`src/hw/rtl/cfbe_pkg.sv`:
```
// cfbe_pkg: shared widths, register indexes, action codes and the
// controller/datapath command and status types of the pixel engine
// depends on nothing
package cfbe_pkg;

  // surface limits and frame store geometry
  localparam int MAX_WIDTH   = 128;
  localparam int MAX_HEIGHT  = 128;
  localparam int STORE_DEPTH = MAX_WIDTH * MAX_HEIGHT;
  localparam int ADDR_W      = $clog2(STORE_DEPTH);

  // field widths
  localparam int ACT_W   = 2;
  localparam int POS_W   = 13;
  localparam int LEN_W   = 13;
  localparam int PIX_W   = 32;
  localparam int ALPHA_W = 8;
  localparam int CNT_W   = 15;
  localparam int DIM_W   = 8;   // surface size register
  localparam int CPOS_W  = 12;  // normalized clip edge, 0..4095
  localparam int SPAN_W  = 14;
  localparam int CFG_IDX_W = 3;
  localparam int CFG_DAT_W = 14;
  localparam int COORD_W = 7;   // in-surface coordinate

  // stream packing
  localparam int IN_DATA_W  = 96;
  localparam int OUT_DATA_W = 48;
  localparam int OFS_PX     = 0;
  localparam int OFS_PY     = OFS_PX + POS_W;
  localparam int OFS_RW     = OFS_PY + POS_W;
  localparam int OFS_RH     = OFS_RW + LEN_W;
  localparam int OFS_PIX    = OFS_RH + LEN_W;
  localparam int OFS_ALPHA  = OFS_PIX + PIX_W;
  localparam int IN_USED_W  = OFS_ALPHA + ALPHA_W;
  localparam int OUT_USED_W = PIX_W + CNT_W;

  // divide by 255 through reciprocal: floor(v * RECIP_255 >> RECIP_SHIFT)
  // exact for every blend sum (at most 255*255 + 127)
  localparam logic [16:0] RECIP_255   = 17'd32897;
  localparam int          RECIP_SHIFT = 23;
  localparam logic [15:0] ROUND_HALF  = 16'd127;
  localparam logic [7:0]  CHAN_MAX    = 8'hFF;

  // register indexes
  localparam logic [CFG_IDX_W-1:0] REG_SURF_W   = 3'd0;
  localparam logic [CFG_IDX_W-1:0] REG_SURF_H   = 3'd1;
  localparam logic [CFG_IDX_W-1:0] REG_CLIP_L   = 3'd2;
  localparam logic [CFG_IDX_W-1:0] REG_CLIP_T   = 3'd3;
  localparam logic [CFG_IDX_W-1:0] REG_CLIP_SX  = 3'd4;
  localparam logic [CFG_IDX_W-1:0] REG_CLIP_SY  = 3'd5;

  // action codes
  localparam logic [ACT_W-1:0] ACT_FILL  = 2'd0;
  localparam logic [ACT_W-1:0] ACT_COPY  = 2'd1;
  localparam logic [ACT_W-1:0] ACT_BLEND = 2'd2;
  localparam logic [ACT_W-1:0] ACT_READ  = 2'd3;

  // normalized clip window and effective surface size
  typedef struct packed {
    logic [DIM_W-1:0]  sw;
    logic [DIM_W-1:0]  sh;
    logic [CPOS_W-1:0] cx;
    logic [DIM_W-1:0]  cw;
    logic [CPOS_W-1:0] cy;
    logic [DIM_W-1:0]  ch;
  } clip_t;

  typedef enum logic [3:0] {
    DP_NOP,
    DP_LOAD,
    DP_CLIP,
    DP_ADDR,
    DP_CLEAR,
    DP_FILL,
    DP_COPY,
    DP_READ,
    DP_MUL,
    DP_DIV,
    DP_BWR,
    DP_CAP
  } dp_op_t;

  typedef struct packed {
    dp_op_t op;
    logic   out_load;
  } dp_cmd_t;

  typedef struct packed {
    logic [ACT_W-1:0] act;
    logic             fill_ok;
    logic             copy_ok;
    logic             blend_ok;
    logic             in_surf;
    logic             fill_last;
    logic             clr_last;
  } dp_stat_t;

endpackage

```
`src/hw/rtl/cfbe_ctrl.sv`:
```
// cfbe_ctrl: controller state machine, sequences the datapath per action
// and owns the handshake of both stream sides
// depends on cfbe_pkg
module cfbe_ctrl (
  input  logic                clk,
  input  logic                rst_n,
  input  logic                in_tvalid,
  output logic                in_tready,
  output logic                out_tvalid,
  input  logic                out_tready,
  input  cfbe_pkg::dp_stat_t  stat,
  output cfbe_pkg::dp_cmd_t   cmd
);
  import cfbe_pkg::*;

  typedef enum logic [3:0] {
    S_CLEAR, S_IDLE, S_CLIP, S_ADDR, S_FILL, S_COPY,
    S_BRD, S_BMUL, S_BDIV, S_BWR, S_RRD, S_RCAP, S_DONE
  } state_t;

  state_t state_r, state_nxt;
  logic   out_valid_r, out_valid_nxt;

  always_comb begin
    state_nxt    = state_r;
    cmd.op       = DP_NOP;
    cmd.out_load = 1'b0;
    case (state_r)
      S_CLEAR: begin
        cmd.op = DP_CLEAR;
        if (stat.clr_last) state_nxt = S_IDLE;
      end
      S_IDLE: begin
        if (in_tvalid) begin
          cmd.op    = DP_LOAD;
          state_nxt = S_CLIP;
        end
      end
      S_CLIP: begin
        cmd.op    = DP_CLIP;
        state_nxt = S_ADDR;
      end
      S_ADDR: begin
        cmd.op    = DP_ADDR;
        state_nxt = S_DONE;
        case (stat.act)
          ACT_FILL:  if (stat.fill_ok)  state_nxt = S_FILL;
          ACT_COPY:  if (stat.copy_ok)  state_nxt = S_COPY;
          ACT_BLEND: if (stat.blend_ok) state_nxt = S_BRD;
          ACT_READ:  if (stat.in_surf)  state_nxt = S_RRD;
          default: ;
        endcase
      end
      S_FILL: begin
        cmd.op = DP_FILL;
        if (stat.fill_last) state_nxt = S_DONE;
      end
      S_COPY: begin
        cmd.op    = DP_COPY;
        state_nxt = S_DONE;
      end
      S_BRD: begin
        cmd.op    = DP_READ;
        state_nxt = S_BMUL;
      end
      S_BMUL: begin
        cmd.op    = DP_MUL;
        state_nxt = S_BDIV;
      end
      S_BDIV: begin
        cmd.op    = DP_DIV;
        state_nxt = S_BWR;
      end
      S_BWR: begin
        cmd.op    = DP_BWR;
        state_nxt = S_DONE;
      end
      S_RRD: begin
        cmd.op    = DP_READ;
        state_nxt = S_RCAP;
      end
      S_RCAP: begin
        cmd.op    = DP_CAP;
        state_nxt = S_DONE;
      end
      S_DONE: begin
        if (!out_valid_r || out_tready) begin
          cmd.out_load = 1'b1;
          state_nxt    = S_IDLE;
        end
      end
      default: state_nxt = S_IDLE;
    endcase
  end

  always_comb begin
    if (cmd.out_load)    out_valid_nxt = 1'b1;
    else if (out_tready) out_valid_nxt = 1'b0;
    else                 out_valid_nxt = out_valid_r;
  end

  always_ff @(posedge clk) begin
    if (!rst_n) begin
      state_r     <= S_CLEAR;
      out_valid_r <= 1'b0;
    end else begin
      state_r     <= state_nxt;
      out_valid_r <= out_valid_nxt;
    end
  end

  assign in_tready  = (state_r == S_IDLE);
  assign out_tvalid = out_valid_r;

endmodule

```
`config.mk`:
```
export PLATFORM = sky130hd
export DESIGN_NAME = cfbe_ctrl
export DESIGN_NICKNAME = d
export VERILOG_FILES = /design/src/hw/rtl/cfbe_pkg.sv /design/src/hw/rtl/cfbe_ctrl.sv
export SDC_FILE = /design/constraint.sdc
export NUM_CORES = 1
export LEC_CHECK = 0
export ABC_AREA = 0
export BUFFER_PORTS_ARGS = -buffer_cell sky130_fd_sc_hd__buf_2
export CAP_MARGIN = 20
export CORE_AREA = 2 2 39 41
export CTS_CLUSTER_SIZE = 8
export DETAILED_ROUTE_END_ITERATION = 8
export DIE_AREA = 0 0 41 43
export PLACE_DENSITY = 0.73
export SYNTH_ARGS = -nofsm -noshare
export SYNTH_HDL_FRONTEND = slang
export SYNTH_SLANG_ARGS = --single-unit
```
`constraint.sdc`:
```
create_clock -name clk -period 1.53 [get_ports clk]
set_clock_uncertainty 0.05 [all_clocks]
set_input_delay 0.153 -clock clk [delete_from_list [all_inputs] [get_ports clk]]
set_output_delay 0.153 -clock clk [all_outputs]
set_load 0.02 [all_outputs]
```
# == Word-level counts from Yosys, hierarchy flattened ==
# Index checks and enable logic that the tools add are counted.
# totals
regBits,5
inputBits,12
output_inout_bits,7
# op_classes
n_eq_ne,19
n_mux,16
n_reduce_logical,8
# op_table
operator,count
4-bit case mux with 11 select lines,2
4-bit two-way mux,7
4-bit equality test (second input constant),5
4-bit by 3-bit equality test with 1-bit output (second input constant),4
4-bit case mux with 4 select lines,1
4-bit by 2-bit equality test with 1-bit output (second input constant),2
2-bit != test (second input constant),4
1-bit two-way mux,5
2-bit equality test (second input constant),2
4-bit by 1-bit equality test with 1-bit output (second input constant),1
4-bit logical NOT,1
4-bit AND reduction,1
3-bit two-way mux,1
3-bit OR reduction,1
2-bit by 1-bit equality test with 1-bit output (second input constant),1
2-bit logical NOT,1
2-bit nonzero test,1
2-bit OR reduction,1
1-bit logical NOT,1
1-bit logical OR,1

# == Depth between registers and ports, before layout ==
# depth
ltp_word,5
mapped_depth,5

# == Worst setup path after synthesis ==
# Ideal clock, no wire load.
# synth_path
path_kind,reg2out
from,reg state_r[0]
to,out cmd[1] (netlist name)
arrival_time_ps,1130
t_required_ps,1327
path_slack_ps,197
path_stages_with_launch,5
path_buffers,1
path_cell_list,dfxtp_1 > buf_6 > nand2_1 > a21boi_0 > o21ai_0
# synth_rtl
item,line,rtl
"start, declared",cfbe_ctrl.sv:21,"state_t state_r, state_nxt;"
"start signal, assigned",cfbe_ctrl.sv:107,state_r <= state_nxt;
"end, declared",cfbe_ctrl.sv:12,output cfbe_pkg::dp_cmd_t cmd

==> flow_summary_export.csv <==
group,metric,value,unit
synthesis,synth_cells,72,
synthesis,yosys.cell_types.count,36,
synthesis,syn_nets,84,
critical_path,critPathRequiredTime,1.33,ns
synthesis,syn_avg_cell_area,7.35,um^2
clocking,htree_levels,1,
power_and_ir_drop,switching_power,0.000145,W
clocking,cts-root-buf,"clkbuf_4",
floorplanning,die_w,41,um
timing,fin_crit_sh,0.977,
floorplanning,design.portCount,19,
synthesis,synth_edf_count,0,
power_and_ir_drop,pwr-share-clk,0.330,
floorplanning,die-area,0.00176,mm^2
outcome,outcome,"finished clean",
final_layout,syn_to_final_growth,36.4,%
drt,antenna_left,0,
drt,wl_per_cell,13.1,um
timing,clock.fmax,669,MHz
synthesis,ys_top_cells_by_count,"7 x nor2_1, 7 x o21ai_0, 5 x dfxtp_1, 5 x nand2_1",
floorplanning,die_h,43,um
drt,vias_per_cell,5.58,
critical_path,crit_chain,"and2b_4 > and3_4 > nor2b_4 > buf_6",
global_route,grt_pass1_wl,1910,um
synthesis,ys_seq_area_frac,0.189,
power_and_ir_drop,peakVddDrop,451,uV
drt,dr_total_vias,630,
timing,timing_hold_violations_final,0,
timing,worst_slack,0.0346,ns
timing,worstMarginPinSlew,0.400,ns
global_route,grt_use_total,0.160,
critical_path,start_kind,"flip-flop",
global_route,antenna_found_initial,0,
synthesis,yosys.area.top_type_share,0.189,
critical_path,slowest_stage,"dfxtp_4",
drt,firstDrtPassIters,5,
drt,drc,0,
final_layout,post-route-util,0.522,
placement,hpwlAfterDp,989,um
synthesis,synth_flop_cell,"dfxtp_1",
floorplanning,initial_core_util,0.382,
hold_path,hp-class,"in2reg",
timing,rsz0062_at_grt,"true",
power_and_ir_drop,swShare,0.323,
global_route,overflow,0,
clocking,cts_buffers,3,
power_and_ir_drop,power.density,622,mW/mm^2
drt,drt_iter0_markers,18,
final_layout,layout.nets,110,
flow_run,drv_cap,0,
global_route,grt_max_degree,13,
clocking,cts_sinks,5,
placement,portBuffers,18,
final_layout,layout-drive-gt1-share,0.443,
timing,fin_crit,1.50,ns
critical_path,critical_path_peak_fanout,8,
power_and_ir_drop,finalPower,0.000449,W
power_and_ir_drop,power_frac_seq,0.322,
timing,setup_viol,0,
drt,wirelength,1480,um
synthesis,ys_warn_count,0,
timing,slew_viol_final,0,
power_and_ir_drop,combPwrFrac,0.348,
placement,gp_congestion,0.840,
critical_path,cp_data_arrival_time,1.29,ns
critical_path,cp-end-kind,"output port",
critical_path,worstSetupPathType,"reg2out",
synthesis,yosysTopAreaCell,"dfxtp_1",
final_layout,fill_cells,141,
timing,setup_tns,0,ns
floorplanning,rows,14,
timing,maxSlewHeadroom,0.733,
clocking,clk_latency,0.24,ns
critical_path,slowest_delay,0.36,ns
synthesis,synth_area_leaders,"dfxtp_1 19%, o21ai_0 6.6%, nor2_1 5.0%",
synthesis,async_flop_share,0,
global_route,grt_pass1_vias,487,
floorplanning,core-area,0.00138,mm^2
final_layout,n_antenna_cell,0,
critical_path,rrSetupSlack,0.19,ns
clocking,clk_pin_slew_worst_paths,0.04,ns
clocking,cts_tree,"done",
clocking,clock_path_buffers,2,
timing,whs,0.132,ns
power_and_ir_drop,p_leak,0.337,nW
power_and_ir_drop,internal_power,0.000304,W
synthesis,synth_area,529,um^2
placement,post-place-ws,0.101,ns
synthesis,ys_ff_latch,5,
## critical path: cells and delay by family, from the launching register on
kind	cells	cell delay, ns
buffers and inverters	1	0.12
and+or+nand+nor	3	0.57
DFF	1	0.36
## routing by layer
| metal | up-vias | track usage | wire, um |
|---|---|---|---|
| li1 | 307 | - | - |
| met1 | 290 | 0.177 | 600 |
| met2 | 29 | 0.259 | 761 |
| met3 | 4 | 0.0314 | 93 |
| met4 | 0 | 0.100 | 29 |
| met5 | - | 0 | 0 |
## registers in the layout (all words and copies together) (netlist names)
signal / count
out_tvalid: 1
state_r: 4
## timing repair
item,4_1_cts,5_1_grt
pin swaps,0,1
hold buffers,0,0
hold endpoints to repair,0,0
setup buffers,1,5
endpoints found under the setup margin,6,4
gates resized for setup,7,9
## kinds of logic (layout without fill, tap and decap cells)
family                 Yosys count  after routing  synth area share
AOI/OAI and AO/OA               25             25             0.326
muxes                            2              2            0.0378
buffers and inverters           10             35             0.111
DFF                              5              5             0.189
and+or+nand+nor                 30             30             0.336
## cell usage in the layout, fill, tap and decap left out, drive strengths merged
| cell | synthesis | layout |
|---|---|---|
| a211oi | 1 | 1 |
| a21boi | 1 | 1 |
| a21oi | 4 | 4 |
| a22oi | 2 | 2 |
| a31o | 1 | 1 |
| a32o | 1 | 1 |
| and2 | 1 | 1 |
| and2b | 2 | 2 |
| and3 | 2 | 2 |
| buf | 5 | 26 |
| clkbuf | 0 | 4 |
| dfxtp | 5 | 5 |
| inv | 5 | 5 |
| mux2i | 2 | 2 |
| nand2 | 5 | 5 |
| nand2b | 4 | 4 |
| nand3 | 1 | 1 |
| nand3b | 1 | 1 |
| nand4b | 1 | 1 |
| nor2 | 8 | 8 |
| nor2b | 3 | 3 |
| nor3 | 1 | 1 |
| nor3b | 1 | 1 |
| o2111ai | 2 | 2 |
| o211a | 1 | 1 |
| o211ai | 2 | 2 |
| o21a | 1 | 1 |
| o21ai | 8 | 8 |
| o31a | 1 | 1 |
## final timing paths
check / from / endpoint / cells after the start
worst max-delay path: state_r[0]$_SDFFE_PN0P_ / cmd[0] / 4
worst min-delay path: rst_n / state_r[3]$_SDFFE_PN0P_ / 2
worst max register to register: state_r[3]$_SDFFE_PN0P_ / state_r[3]$_SDFFE_PN0P_ / 5
worst min register to register: state_r[0]$_SDFFE_PN0P_ / state_r[0]$_SDFFE_PN0P_ / 2
## stage by stage
stage / area [um^2] / cells
global placement: 614 / 103
finish: 722 / 113
global route: 722 / 113
CTS: 661 / 108
detailed placement: 614 / 103
floorplan: 529 / 72
## cell type report
class | count | area (um^2) | share of cell area
Sequential cell | 5 | 115 | 0.159
Clock buffer | 4 | 26.3 | 0.0364
Timing Repair Buffer | 26 | 160 | 0.222
Inverter | 5 | 18.8 | 0.0260
Multi-Input combinational cell | 57 | 382 | 0.529
Tap cell | 16 | 20.0 | 0.0277
## power by group through the flow
stage | Combinational (W) | Sequential [W] | Clock, W
floorplan | 0.000108 | 0.000144 | 0
global placement | 0.000131 | 0.000153 | 0
detailed placement | 0.000132 | 0.000154 | 0
CTS | 0.000143 | 0.000149 | 0.000156
global route | 0.000169 | 0.000146 | 0.000170
finish | 0.000156 | 0.000145 | 0.000148
(Power assumes the default switching activity.)
