===== src/hw/rtl/cfbe_pkg.sv =====
// cfbe_pkg: shared widths, register indexes, action codes and the
// controller/datapath command and status types of the pixel engine
// depends on nothing
package cfbe_pkg;

  // surface limits and frame store geometry
  localparam int MAX_WIDTH   = 128;
  localparam int MAX_HEIGHT  = 128;
  localparam int STORE_DEPTH = MAX_WIDTH * MAX_HEIGHT;
  localparam int ADDR_W      = $clog2(STORE_DEPTH);

  // field widths
  localparam int ACT_W   = 2;
  localparam int POS_W   = 13;
  localparam int LEN_W   = 13;
  localparam int PIX_W   = 32;
  localparam int ALPHA_W = 8;
  localparam int CNT_W   = 15;
  localparam int DIM_W   = 8;   // surface size register
  localparam int CPOS_W  = 12;  // normalized clip edge, 0..4095
  localparam int SPAN_W  = 14;
  localparam int CFG_IDX_W = 3;
  localparam int CFG_DAT_W = 14;
  localparam int COORD_W = 7;   // in-surface coordinate

  // stream packing
  localparam int IN_DATA_W  = 96;
  localparam int OUT_DATA_W = 48;
  localparam int OFS_PX     = 0;
  localparam int OFS_PY     = OFS_PX + POS_W;
  localparam int OFS_RW     = OFS_PY + POS_W;
  localparam int OFS_RH     = OFS_RW + LEN_W;
  localparam int OFS_PIX    = OFS_RH + LEN_W;
  localparam int OFS_ALPHA  = OFS_PIX + PIX_W;
  localparam int IN_USED_W  = OFS_ALPHA + ALPHA_W;
  localparam int OUT_USED_W = PIX_W + CNT_W;

  // divide by 255 through reciprocal: floor(v * RECIP_255 >> RECIP_SHIFT)
  // exact for every blend sum (at most 255*255 + 127)
  localparam logic [16:0] RECIP_255   = 17'd32897;
  localparam int          RECIP_SHIFT = 23;
  localparam logic [15:0] ROUND_HALF  = 16'd127;
  localparam logic [7:0]  CHAN_MAX    = 8'hFF;

  // register indexes
  localparam logic [CFG_IDX_W-1:0] REG_SURF_W   = 3'd0;
  localparam logic [CFG_IDX_W-1:0] REG_SURF_H   = 3'd1;
  localparam logic [CFG_IDX_W-1:0] REG_CLIP_L   = 3'd2;
  localparam logic [CFG_IDX_W-1:0] REG_CLIP_T   = 3'd3;
  localparam logic [CFG_IDX_W-1:0] REG_CLIP_SX  = 3'd4;
  localparam logic [CFG_IDX_W-1:0] REG_CLIP_SY  = 3'd5;

  // action codes
  localparam logic [ACT_W-1:0] ACT_FILL  = 2'd0;
  localparam logic [ACT_W-1:0] ACT_COPY  = 2'd1;
  localparam logic [ACT_W-1:0] ACT_BLEND = 2'd2;
  localparam logic [ACT_W-1:0] ACT_READ  = 2'd3;

  // normalized clip window and effective surface size
  typedef struct packed {
    logic [DIM_W-1:0]  sw;
    logic [DIM_W-1:0]  sh;
    logic [CPOS_W-1:0] cx;
    logic [DIM_W-1:0]  cw;
    logic [CPOS_W-1:0] cy;
    logic [DIM_W-1:0]  ch;
  } clip_t;

  typedef enum logic [3:0] {
    DP_NOP,
    DP_LOAD,
    DP_CLIP,
    DP_ADDR,
    DP_CLEAR,
    DP_FILL,
    DP_COPY,
    DP_READ,
    DP_MUL,
    DP_DIV,
    DP_BWR,
    DP_CAP
  } dp_op_t;

  typedef struct packed {
    dp_op_t op;
    logic   out_load;
  } dp_cmd_t;

  typedef struct packed {
    logic [ACT_W-1:0] act;
    logic             fill_ok;
    logic             copy_ok;
    logic             blend_ok;
    logic             in_surf;
    logic             fill_last;
    logic             clr_last;
  } dp_stat_t;

endpackage


===== src/hw/rtl/cfbe_cfg.sv =====
// cfbe_cfg: configuration registers and registered clip normalization
// depends on cfbe_pkg
module cfbe_cfg (
  input  logic                            clk,
  input  logic                            rst_n,
  input  logic                            cfg_we,
  input  logic [cfbe_pkg::CFG_IDX_W-1:0]  cfg_addr,
  input  logic [cfbe_pkg::CFG_DAT_W-1:0]  cfg_wdata,
  output cfbe_pkg::clip_t                 clip
);
  import cfbe_pkg::*;

  typedef struct packed {
    logic [CPOS_W-1:0] pos;
    logic [DIM_W-1:0]  span;
  } norm_t;

  logic [DIM_W-1:0]         sw_r, sh_r;
  logic signed [POS_W-1:0]  cl_r, ct_r;
  logic signed [SPAN_W-1:0] csx_r, csy_r;
  logic [DIM_W-1:0]         sw_eff, sh_eff;
  norm_t                    nx, ny;
  clip_t                    clip_r, clip_nxt;

  // cut a negative edge to 0, end the span at the surface edge, no negative span
  function automatic norm_t axis_norm(input logic signed [POS_W-1:0] pos,
                                      input logic signed [SPAN_W-1:0] span,
                                      input logic [DIM_W-1:0] lim);
    logic signed [15:0] p;
    logic signed [15:0] s;
    logic signed [15:0] l;
    norm_t r;
    p = {{(16-POS_W){pos[POS_W-1]}}, pos};
    s = {{(16-SPAN_W){span[SPAN_W-1]}}, span};
    l = {{(16-DIM_W){1'b0}}, lim};
    if (p < 0) begin
      s = s + p;
      p = '0;
    end
    if (p + s > l) s = l - p;
    if (s < 0) s = '0;
    r.pos  = p[CPOS_W-1:0];
    r.span = s[DIM_W-1:0];
    return r;
  endfunction

  always_ff @(posedge clk) begin
    if (!rst_n) begin
      sw_r  <= DIM_W'(MAX_WIDTH);
      sh_r  <= DIM_W'(MAX_HEIGHT);
      cl_r  <= '0;
      ct_r  <= '0;
      csx_r <= SPAN_W'(MAX_WIDTH);
      csy_r <= SPAN_W'(MAX_HEIGHT);
    end else if (cfg_we) begin
      case (cfg_addr)
        REG_SURF_W:  sw_r  <= cfg_wdata[DIM_W-1:0];
        REG_SURF_H:  sh_r  <= cfg_wdata[DIM_W-1:0];
        REG_CLIP_L:  cl_r  <= cfg_wdata[POS_W-1:0];
        REG_CLIP_T:  ct_r  <= cfg_wdata[POS_W-1:0];
        REG_CLIP_SX: csx_r <= cfg_wdata[SPAN_W-1:0];
        REG_CLIP_SY: csy_r <= cfg_wdata[SPAN_W-1:0];
        default: ;
      endcase
    end
  end

  // oversized surface saturates
  assign sw_eff = (sw_r > DIM_W'(MAX_WIDTH))  ? DIM_W'(MAX_WIDTH)  : sw_r;
  assign sh_eff = (sh_r > DIM_W'(MAX_HEIGHT)) ? DIM_W'(MAX_HEIGHT) : sh_r;

  always_comb begin
    nx = axis_norm(cl_r, csx_r, sw_eff);
    ny = axis_norm(ct_r, csy_r, sh_eff);
    clip_nxt.sw = sw_eff;
    clip_nxt.sh = sh_eff;
    clip_nxt.cx = nx.pos;
    clip_nxt.cw = nx.span;
    clip_nxt.cy = ny.pos;
    clip_nxt.ch = ny.span;
  end

  always_ff @(posedge clk) begin
    clip_r <= clip_nxt;
  end

  assign clip = clip_r;

endmodule


===== config.mk =====
export PLATFORM = sky130hd
export DESIGN_NAME = cfbe_cfg
export DESIGN_NICKNAME = d
export VERILOG_FILES = /design/src/hw/rtl/cfbe_pkg.sv /design/src/hw/rtl/cfbe_cfg.sv
export SDC_FILE = /design/constraint.sdc
export NUM_CORES = 1
export LEC_CHECK = 0
export ABC_AREA = 0
export BUFFER_PORTS_ARGS = -buffer_cell sky130_fd_sc_hd__clkbuf_2
export CORE_MARGIN = 2
export CORE_UTILIZATION = 35
export DETAILED_ROUTE_END_ITERATION = 8
export GPL_TIMING_DRIVEN = 1
export PLACE_DENSITY_LB_ADDON = 0.1
export SYNTH_ARGS = -nofsm -noshare
export SYNTH_HDL_FRONTEND = slang
export SYNTH_SLANG_ARGS = --single-unit
export TNS_END_PERCENT = 100

===== constraint.sdc =====
create_clock -name clk -period 15.2 [get_ports clk]
set_clock_uncertainty 0.1 [all_clocks]
set_input_delay 1.52 -clock clk [delete_from_list [all_inputs] [get_ports clk]]
set_output_delay 1.52 -clock clk [all_outputs]
set_load 0.02 [all_outputs]

* Yosys cells after proc, flatten, opt, wreduce, memory -nomap -nowiden
Index checks and enable logic that the tools add are counted.
** Word-level totals
- Register bits :: 126
- Input port bits :: 20
- Output and inout port bits :: 56
- Logic and storage cells :: 46
** Operators by class
- Add/sub/neg operators :: 6
- Order comparisons :: 8
- Equal/unequal tests :: 5
- Mux-type cells :: 8
- Reductions and logical operators :: 7
** Operators by type and width (number)
- 2-to-1 mux 16 bit :: 6
- adder 16 bit :: 2
- greater-than comparator 16 x 9 -> 1 bit :: 2
- less-than comparator 16 x 1 -> 1 bit, second input constant :: 2
- subtractor 9 x 16 -> 16 bit :: 2
- adder 14 x 13 -> 15 bit :: 2
- less-than comparator 13 x 1 -> 1 bit, second input constant :: 2
- greater-than comparator 8 bit, second input constant :: 2
- 2-to-1 mux 8 bit :: 2
- AND reduction 2 bit :: 6
- equality test 3 x 2 -> 1 bit, second input constant :: 2
- equality test 3 bit, second input constant :: 2
- equality test 3 x 1 -> 1 bit, second input constant :: 1
- zero test 3 bit :: 1

* Depth between registers and ports, before layout
- Depth after elaboration :: 6
- Mapped depth :: 24

* Least setup slack after synthesis
OpenSTA, ideal clock, no wires.
- Kind :: register to register
- Start point :: register cl_r[12]
- End point :: register clip_r (netlist bit clip[27])
- Setup time :: 0.117 ns
- Arrival time :: 4.619 ns
- Required time :: 14.983 ns
- Setup slack :: 10.364 ns
- Cell stages (with the launch flop) :: 22
- Path buffers :: 3
- Period minus slack after synthesis :: 4.836 ns
- Path through :: dfxtp_1 > clkbuf_1 > buf_1 > buf_1 > mux2i_1 > inv_1 > ha_1 > a21o_1 > a21oi_1 > o21bai_1 > a21oi_1 > xnor2_1 > ha_1 > a21o_1 > a21o_1 > a21oi_1 > o21ai_0 > o21a_1 > a21oi_1 > or4b_4 > mux2_4 > a32o_1
** Between the ends
- Word-level cells in the longest chain between the ends :: 6
- Elaborated cells on any way between the ends :: 9
** Ends and longest elaborated chain
- start, declared :: RTL line cfbe_cfg.sv:19 : logic signed [POS_W-1:0] cl_r, ct_r;
- start signal, assigned :: RTL line cfbe_cfg.sv:59 : REG_CLIP_L: cl_r <= cfg_wdata[POS_W-1:0];
- adder 14 x 13 -> 15 bit / less-than comparator 13 x 1 -> 1 bit (equally long branches) :: RTL line cfbe_cfg.sv:37, cfbe_cfg.sv:36
- 2-to-1 mux 16 bit :: RTL line cfbe_cfg.sv:36 : if (p < 0) begin
- adder 16 bit :: RTL line cfbe_cfg.sv:40 : if (p + s > l) s = l - p;
- greater-than comparator 16 x 9 -> 1 bit :: RTL line cfbe_cfg.sv:40
- 2-to-1 mux 16 bit (*) :: RTL line cfbe_cfg.sv:40
- less-than comparator 16 x 1 -> 1 bit :: RTL line cfbe_cfg.sv:41 : if (s < 0) s = '0;
- end signal, assigned :: RTL line cfbe_cfg.sv:84 : clip_r <= clip_nxt;
- end, declared :: RTL line cfbe_cfg.sv:23 : clip_t clip_r, clip_nxt;
Mark *: on every way between the ends. The rest lies on a longest branch, timed or not.
A chain may end at the register's enable or synchronous reset.

* Worst setup path in the final report
- Start point :: register csy_r[0]
- End point :: register clip_r (netlist bit clip[0])
** Between the ends
- Word-level cells in the longest chain between the ends :: 6
** Ends and longest elaborated chain
- start, declared :: RTL line cfbe_cfg.sv:20 : logic signed [SPAN_W-1:0] csx_r, csy_r;
- start signal, assigned :: RTL line cfbe_cfg.sv:54 : csy_r <= SPAN_W'(MAX_HEIGHT);
- start signal, assigned :: RTL line cfbe_cfg.sv:62 : REG_CLIP_SY: csy_r <= cfg_wdata[SPAN_W-1:0];
- adder 14 x 13 -> 15 bit :: RTL line cfbe_cfg.sv:37 : s = s + p;
- 2-to-1 mux 16 bit (*) :: RTL line cfbe_cfg.sv:36
- adder 16 bit :: RTL line cfbe_cfg.sv:40
- greater-than comparator 16 x 9 -> 1 bit :: RTL line cfbe_cfg.sv:40
- 2-to-1 mux 16 bit (*) :: RTL line cfbe_cfg.sv:40
- less-than comparator 16 x 1 -> 1 bit :: RTL line cfbe_cfg.sv:41
Marks and branches as above.

==> metrics.md <==
| Metric | Value |
|---|---|
| Status | finished clean |
| Final setup TNS | 0 ns |
| Worst Path Required | 15.46 ns |
| CP peak stage delay | 0.49 ns |
| Hold WS | approximately 0.34 ns |
| Synth warn | 0 |
| Clock net sink count | 126 |
| Total grt overflow | 0 |
| Bufs on Longest Clock Path | 2 |
| Worst IR Drop VDD | 0.0708 mV |
| Starting Density | 35.8% |
| Cell area after synthesis | just over 8000 um^2 |
| Critical R2R Capture | clip[0] |
| Layout cells sized above 1 | 13.0% |
| WL per Instance | 15.1 um |
| Htree depth | 4 |
| Vias in the first global route | ~6600 |
| Synth cell types | 72 |
| Leakage Power | ~4.2 nW |
| Launching element type of the critical path | flip-flop |
| First-pass GRT wire length | 33.3 mm |
| Relative slew slack | between 30% and 40% |
| Post-cts sizing count | 0 |
| Setup bufs post-CTS | 0 |
| Slowest-stage cell, CP | a22o_1 |
| Area leader, netlist | dfxtp_1 |
| DR DRC count | 0 |
| Post-CTS Hold Fix Bufs | 0 |
| Final instance area | ~9400 um^2 |
| Inserted Clock Buffers | 17 |
| Total track usage | about 17% |
| Final nets | 1159 |
| Post-Route WL | 20.4 mm |
| CP max FO | 9 |
| Fill count | 2382 |
| Finished Core Util | just over 40% |
| Cell area power density | 92.1 nW/um^2 |
| Clk_lat worst skew | 0.42 ns |
| CTS tree | built |
| CP Cell Sequence | ha_1, fa_1, a21o_1, a221oi_1, xnor2_1, mux2_2, ha_1, nand3_1, nor3_1, nor2_1, xnor2_1, ha_1, nand4_1, o22ai_1, o311ai_0, a221o_1, a21oi_1, a22o_1, mux2_1, nor2_1 |
| Placed inst area | 8780 um^2 |
| DRT iter0 DRCs | 360 |
| Via count | 6777 |
| Row count | 55 |
| Detail Route Antenna Nets | 0 |
| Diode count | 0 |
| Maxcap violations | 0 |
| Hpwl dp | 15.8 mm |
| Initial antenna violation count | 0 |
| Worst Reg-to-Reg Cells | 20 |
| Commonest cells in the synthesized netlist | 192 x nand2_1, 126 x dfxtp_1, 85 x ha_1 |
| Number of synthesized register bits | 126 |
| Ports | 76 |
| Die Footprint | roughly 24000 um^2 |
| Hold Path End | clip[55] |
| Synth area leaders | dfxtp_1 31%, ha_1 13%, nand2_1 8.9%, a21boi_0 6.5%, xnor2_1 3.4% |
| Detailed Routing Iterations Pass 1 | 5 |
| Post-Syn Nets | 1092 |
| Worst R2R Start | csy_r[0] |
| Worst-margin pin slew | 1.02 ns |
| Area Overhead vs Synth | 14.9% |
| Die W | 157 um |
| Async SR Flop Fraction | 0% |
| Reg2reg setup slack | 10.05 ns |
| F_max | 194 MHz |
| Via density | a little over 5 |
| Count leader, synth | nand2_1 |
| Syn Inst Count | 981 |
| WS Path Type | flip-flop to flip-flop |
| Crit path DAT | 5.41 ns |
| CORE AREA | between 20000 and 25000 um^2 |
| Largest net degree at the start of global routing | 71 |
| Top delay family on crit path | compound AO/OA/AOI/OAI gates |
| Bufs and invs on worst path | 0 |
| Hold Path Origin | sw_r[7] |
| Root buffer cell | clkbuf_16 |
| Gpl congestion | just over 0.8 |
| Final period util | 33.9% |
| Most used DFF post-synth | dfxtp_1 |
| Die extent in y | 157 um |
| EDFF count, synth | 0 |
| Crit-path most repeated cell | ha_1 |
| Port buffer count | 75 |
| RSZ-0062 raised after global routing | no |
| CTS clk-pin slew, worst paths | 0.06 ns |
| Max-slew violations | 0 |
| Post-layout min period | 5.15 ns |
| Element type at the critical path end | flip-flop |
| Hold Crit Depth | 0 |
| Register area share after synthesis | 31.0% |
| Mean Syn Cell Area | 8.30 um^2 |
| Final Hold Violating Endpoints | 0 |
| Total power | 0.862 mW |
| Post-synth top area share | a little under a third |
| Min-delay worst type | flip-flop to flip-flop |
| Final setup viols | 0 |
[power breakdown]
group          switching [mW]  internal, mW
clock                   0.152         0.248
combinational          0.0677        0.0457
sequential            0.00576         0.342
[kinds of logic after synthesis]
group	count (synthesis)	synth area share (%)
xor+xnor	40	4.30
buf+inv	85	4.06
flops	126	31.0
simple gates	364	20.9
compound gates	248	21.5
fa+ha+maj	91	14.5
mux	27	3.63
[layer usage]
metal	vias to the layer above	wire length [um]	global-route usage, %
li1	3573	-	-
met1	3108	9930	21.8
met2	80	9720	29.4
met3	16	476	3.49
met4	0	242	4.11
met5	-	0	0
[final cells by class]
cell class | count | area, um^2 | share of cell area [%]
timing repair buffer | 80 | 413 | 4.41
inverter | 53 | 199 | 2.13
tap | 285 | 357 | 3.81
clock buffer | 20 | 457 | 4.88
clock inverter | 12 | 119 | 1.27
sequential | 126 | 2520 | 27.0
multi-input combinational | 770 | 5290 | 56.5
[how the worst max path moves through the flow]
stage                     to      from  cells after the start
global route         clip[0]  ct_r[12]                     21
detailed placement  clip[20]   cl_r[0]                     20
finish               clip[0]  csy_r[0]                     20
floorplan           clip[27]  cl_r[12]                     21
global placement     clip[0]  ct_r[12]                     21
CTS                 clip[20]   cl_r[0]                     20
[flip-flops by register name (all words and copies together) (netlist names)]
register and flops:
cl_r 13, clip 56, csx_r 14, csy_r 14, ct_r 13, sh_r 8, sw_r 8
[through the flow]
step | setup WS (ns) | cells
floorplan | 10.36 | 981
global placement | 10.08 | 1314
detailed placement | 10.04 | 1314
CTS | 10.01 | 1346
global route | 9.63 | 1346
finish | 10.05 | 1346
[cell usage in the layout (no fill, tap or decap), types with 15 or more instances in the layout]
cell | Yosys | final
mux2_2 | 15 | 15
clkbuf_16 | 0 | 17
o21ai_0 | 28 | 28
clkbuf_2 | 0 | 75
nor2_1 | 52 | 52
inv_1 | 50 | 50
nand2_1 | 192 | 192
a21o_1 | 18 | 18
xnor2_1 | 32 | 32
nor2b_1 | 28 | 28
ha_1 | 85 | 85
dfxtp_1 | 126 | 126
o21a_1 | 16 | 16
nand2b_1 | 19 | 19
a21oi_1 | 38 | 38
a21boi_0 | 70 | 70
Power figures use the tool's default switching activity.
